===== src/rtl/gf2_row_reduce_pivot_table_unit_defines.svh =====
// Assertion macros for the GF(2) row reduction unit.
// Included by the top level; needs clk and rst_n in scope.
`ifndef GF2_ROW_REDUCE_PIVOT_TABLE_UNIT_DEFINES_SVH
`define GF2_ROW_REDUCE_PIVOT_TABLE_UNIT_DEFINES_SVH

// Same-cycle implication, checked outside reset.
`define GF2RR_ASSERT_NOW(lbl, ante, cons, msg) \
  lbl: assert property (@(posedge clk) disable iff (!rst_n) (ante) |-> (cons)) else $error(msg);

// Next-cycle implication, checked outside reset.
`define GF2RR_ASSERT_NEXT(lbl, ante, cons, msg) \
  lbl: assert property (@(posedge clk) disable iff (!rst_n) (ante) |=> (cons)) else $error(msg);

`endif


===== src/rtl/gf2rr_pkg.sv =====
// Shared types, constants and functions of the GF(2) row reduction unit.
// No dependencies.
package gf2rr_pkg;

  localparam int COL_COUNT   = 256;
  localparam int ROW_WORDS   = 4;
  localparam int MAX_COLS    = ROW_WORDS * 64;
  localparam int EFF_COLS    = (COL_COUNT < MAX_COLS) ? COL_COUNT : MAX_COLS;

  typedef enum logic {
    OP_LOAD   = 1'b0,
    OP_REDUCE = 1'b1
  } op_t;

  typedef struct packed {
    logic        op;
    logic [1:0]  word_index;
    logic [63:0] row_word;
    logic        last_word;
  } in_word_t;

  typedef struct packed {
    logic [1:0]  out_index;
    logic [63:0] out_word;
    logic        out_last;
    logic        promoted;
    logic        is_zero;
    logic [7:0]  leading_term;
  } out_word_t;

  // A closed row as handed from the front to the back.
  typedef struct packed {
    logic                         op;
    logic [1:0]                   last_idx;
    logic [ROW_WORDS-1:0][63:0]   words;
  } row_t;

  typedef enum logic [2:0] {
    ST_IDLE,
    ST_LEAD,
    ST_RD,
    ST_RX,
    ST_WR,
    ST_EMIT
  } back_state_t;

  // Status of the back end, watched by the top level checks.
  typedef struct packed {
    back_state_t state;
    logic [1:0]  cnt;
    logic [1:0]  last_idx;
    logic        pop;
  } back_status_t;

  typedef struct packed {
    logic       found;
    logic [7:0] col;
  } lead_t;

  // Mask of columns kept in word w.
  function automatic logic [63:0] col_mask(input int w);
    int n;
    n = EFF_COLS - w * 64;
    if (n <= 0) return '0;
    if (n >= 64) return '1;
    return (64'd1 << n) - 64'd1;
  endfunction

  // Leading set column of a row.
  function automatic lead_t lead_find(input logic [MAX_COLS-1:0] row);
    lead_t r;
    r = '0;
    for (int i = 0; i < MAX_COLS; i++) begin
      if (row[i]) begin
        r.found = 1'b1;
        r.col   = 8'(i);
      end
    end
    return r;
  endfunction

endpackage


===== src/rtl/gf2rr_front.sv =====
// Front end: gathers input words into the row buffer and closes rows.
// Depends on gf2rr_pkg.
module gf2rr_front (
  input  logic               clk,
  input  logic               rst_n,
  input  logic               in_valid,
  output logic               in_stall,
  input  gf2rr_pkg::in_word_t in_data,
  input  logic               q_full,
  output logic               q_push,
  output gf2rr_pkg::row_t    q_row
);
  import gf2rr_pkg::*;

  logic [ROW_WORDS-1:0][63:0] buf_r, buf_nxt;
  logic                       acc;

  assign in_stall = q_full;
  assign acc      = in_valid && !q_full;
  assign q_push   = acc && in_data.last_word;

  // Closed row: current word merged, words above the last dropped, width masked.
  always_comb begin
    q_row.op       = in_data.op;
    q_row.last_idx = in_data.word_index;
    for (int w = 0; w < ROW_WORDS; w++) begin
      if (w == int'(in_data.word_index)) begin
        q_row.words[w] = in_data.row_word & col_mask(w);
      end else if (w < int'(in_data.word_index)) begin
        q_row.words[w] = buf_r[w] & col_mask(w);
      end else begin
        q_row.words[w] = '0;
      end
    end
  end

  // Buffer update: store a word, or clear once the row closes.
  always_comb begin
    buf_nxt = buf_r;
    if (acc) begin
      if (in_data.last_word) begin
        buf_nxt = '0;
      end else begin
        buf_nxt[in_data.word_index] = in_data.row_word;
      end
    end
  end

  always_ff @(posedge clk) begin
    if (!rst_n) begin
      buf_r <= '0;
    end else begin
      buf_r <= buf_nxt;
    end
  end

endmodule


===== config.mk =====
export PLATFORM = sky130hd
export DESIGN_NAME = gf2rr_front
export DESIGN_NICKNAME = d
export VERILOG_FILES = /design/src/rtl/gf2_row_reduce_pivot_table_unit_defines.svh /design/src/rtl/gf2rr_pkg.sv /design/src/rtl/gf2rr_front.sv
export SDC_FILE = /design/constraint.sdc
export NUM_CORES = 1
export LEC_CHECK = 0
export BUFFER_PORTS_ARGS = -buffer_cell sky130_fd_sc_hd__buf_2
export CAP_MARGIN = 20
export CORE_MARGIN = 1.5
export CORE_UTILIZATION = 50
export CTS_BUF_LIST = sky130_fd_sc_hd__clkbuf_16
export CTS_CLUSTER_DIAMETER = 100
export DETAILED_ROUTE_END_ITERATION = 10
export PLACE_DENSITY = 0.8
export SYNTH_ARGS = -nofsm -noshare
export SYNTH_HDL_FRONTEND = slang
export SYNTH_SLANG_ARGS = --single-unit

===== constraint.sdc =====
create_clock -name clk -period 1.6 [get_ports clk]
set_input_delay 0.24 -clock clk [delete_from_list [all_inputs] [get_ports clk]]
set_output_delay 0.24 -clock clk [all_outputs]
set_load 0.05 [all_outputs]

==> results.py <==
metrics = {
    "setup_path": {
        "required_ns": 1.36,
        "worstPathArrival_ns": 1.37,
        "startpoint": "in_data[65]",
        "r2r_end": "buf_r[156]",
        "r2r_start": "buf_r[156]",
        "crit_path_end": "q_row[16]",
        "crit_cells": 5,
        "cp_max_fo": 15,
        "cp-end-kind": "output port",
        "rrSetupSlack_ns": 0.95,
        "crit_family": "buffers and inverters",
        "r2r.worst_path.cells": 1,
        "crit_type": "input port to output port",
        "cp.buffers_inverters": 3,
        "cp_slowest_stage_delay_ns": 0.37,
        "slowest_stage": "mux2_2",
        "crit_chain": "buf_6 > nor2_4 > buf_4 > mux2_2 > buf_2",
        "cp-start-kind": "input port",
    },
    "route": {
        "vias": 8686,
        "wirelength_um": 27700,
        "drc_errors": 0,
        "dr.first_iter.drc_count": 506,
        "dr.pass1.iters": 5,
        "wl_per_cell_um": 19.8,
        "ant_nets": 0,
        "viasPerCell": 6.21,
    },
    "finish": {
        "antenna_cells": 0,
        "largest-register": "buf_r",
        "fin_nets": 1223,
        "reg.largest.list": "buf_r: 192 flops",
        "layout-drive-gt1-share": 0.491,
        "multi_input_area_mm2": 0.00527,
        "nFillCells": 1492,
        "stdcell_area_mm2": 0.0123,
        "ff_latch_area_mm2": 0.00384,
        "final_cells": 1398,
        "syn_to_final_growth_pct": 30.3,
        "largest_reg_flops": 192,
    },
    "yosys": {
        "synthAdderAreaFrac": 0,
        "synth_cells": 883,
        "async_flop_share": 0,
        "seq_area_frac_synth": 0.408,
        "yosys_warnings": 0,
        "synth_top_family_by_area": "compound AO/OA/AOI/OAI gates",
        "synth_nets": 955,
        "synth-xor-area-share": 0,
        "ys.flop_type": "dfxtp_1",
        "synth_top_area_share": 0.408,
        "synthMuxAreaShare": 0.144,
        "synth_compound_area_frac": 0.260,
        "synth-edff-count": 0,
        "syn_area_per_cell_um2": 10.7,
        "synth_top_area_cell": "dfxtp_1",
        "synth-simple-area-share": 0.113,
        "ys_ff_latch": 192,
        "synth_cell_type_count": 23,
        "synth.top_cells.by_area": "dfxtp_1, a32o_1, mux2_1, mux2i_1, nor2b_1",
        "syn_area_mm2": 0.00943,
        "synthTopCellsByCount": "a32o_1, dfxtp_1, nor2b_1",
    },
    "global_route": {
        "grt_pass1_vias": 8013,
        "grt-ovfl-total": 0,
        "antenna_found_initial": 0,
        "track_usage": 0.271,
        "grt_max_degree": 110,
        "grt_pass1_wl_um": 43100,
    },
    "sta": {
        "max_freq_mhz": 622,
        "finalWorstSetupSlack_ns": -0.00716,
        "hold_violations": 0,
        "grt_setup_unrepaired": "yes",
        "worstMarginPinSlew_ns": 0.488,
        "clock-skew-final_ns": 0,
        "post-route-min-period_ns": 1.61,
        "setup-tns-final_ns": -0.0123,
        "report.final.slew_viol_count": 0,
        "maxSlewHeadroom": 0.674,
        "setup_viol": 3,
        "period_share": 1.00,
    },
    "clocking": {
        "cts_buffers": 17,
        "cts_setup_buffers": 0,
        "clk-insertion-delay-late_ns": 0.43,
        "cts_sinks": 192,
        "path_clk_slew_ns": 0.07,
        "cts-root-buf": "clkbuf_16",
        "htree_levels": 4,
        "cts_tree": "built",
        "clock_path_buffers": 2,
    },
    "die": {
        "rows": 50,
        "core-area_mm2": 0.0186,
        "die_x_um": 140,
        "start_util": 0.508,
        "dieArea_mm2": 0.0197,
        "fp.dieH_um": 140,
        "ios": 333,
    },
    "job": {
        "drv_cap": 0,
    },
    "placement": {
        "io_buffers": 330,
        "placed_area_mm2": 0.0116,
        "placed_cells_incl_taps": 1366,
        "place.detailed.hpwl_um": 17700,
        "place_congestion": 0.789,
        "place_ws_ns": -0.0180,
    },
    "status": {
        "status": "finished with violations",
        "violations": "negative setup slack",
    },
    "worst_hold_path": {
        "worstHoldPathType": "input port to register",
    },
    "pwr": {
        "p_leak_nw": 5.69,
        "power_density_mw_per_mm2": 977,
        "max-vdd-ir-drop_mv": 0.747,
    },
}
cells by family (layout without fill, tap and decap cells):
group | Yosys count | after routing
muxes | 128 | 128
DFF | 192 | 192
buffers and inverters | 117 | 398
and+or+nand+nor | 187 | 187
AOI/OAI and AO/OA | 259 | 259
through the flow:
stage,power [mW],hold WS (ns),util
finish,12.0,0.140,0.661
global placement,7.72,0.442,0.626
global route,12.4,0.136,0.661
detailed placement,7.75,0.452,0.626
floorplan,7.01,0.394,-
CTS,12.1,0.119,0.659
metal layers:
| layer | track usage | up-vias | wire [um] |
|---|---|---|---|
| li1 | - | 4005 | - |
| met1 | 0.325 | 4310 | 11400 |
| met2 | 0.477 | 331 | 13700 |
| met3 | 0.0650 | 40 | 1970 |
| met4 | 0.0914 | 0 | 580 |
| met5 | 0 | - | 0 |
cell type report:
cell class	instances	share of cell area
flip-flops and latches	192	0.313
repair buffers	366	0.186
well taps	234	0.0238
clock inverters	15	0.0138
clock buffers	17	0.0346
multi-input cells	574	0.429
power by group:
part	leakage, nW	total [mW]	internal, mW	switching (mW)
clock network	0.292	4.34	2.36	1.98
registers	1.55	4.87	4.84	0.0320
logic	3.85	2.79	0.791	2.00
timing repair:
item,in CTS,in global routing
endpoints found under the setup margin,15,53
pin swaps,0,0
hold buffers,0,0
resized for setup,4,15
how the worst min path moves through the flow:
stage	start	depth (start not counted)	endpoint	slack [ns]
2_1_floorplan	in_data[24]	1	buf_r[23]	0.39
3_3_place_gp	buf_r[63]	1	buf_r[63]	0.44
3_5_place_dp	buf_r[7]	1	buf_r[7]	0.45
4_1_cts	in_data[39]	2	buf_r[166]	0.12
5_1_grt	in_data[9]	2	buf_r[72]	0.14
6_report	in_data[39]	2	buf_r[166]	0.14
layout by cell type, fill, tap and decap left out, types with 3 or more instances in the layout:
master / netlist / layout
mux2i_1: 64 / 64
nor2b_2: 0 / 62
a32o_1: 192 / 192
nor2b_4: 0 / 3
mux2_1: 64 / 4
dfxtp_1: 192 / 192
and3_2: 0 / 20
and3_1: 64 / 44
inv_8: 0 / 3
buf_2: 57 / 317
mux2_2: 0 / 60
inv_6: 0 / 5
o21ai_1: 6 / 3
o21ai_4: 0 / 12
a22o_1: 41 / 40
buf_6: 21 / 7
buf_4: 9 / 12
o21ai_2: 0 / 9
clkbuf_16: 0 / 17
nand2_1: 48 / 48
clkbuf_4: 1 / 6
buf_12: 0 / 23
No activity file was read; power rests on OpenSTA's default activity.
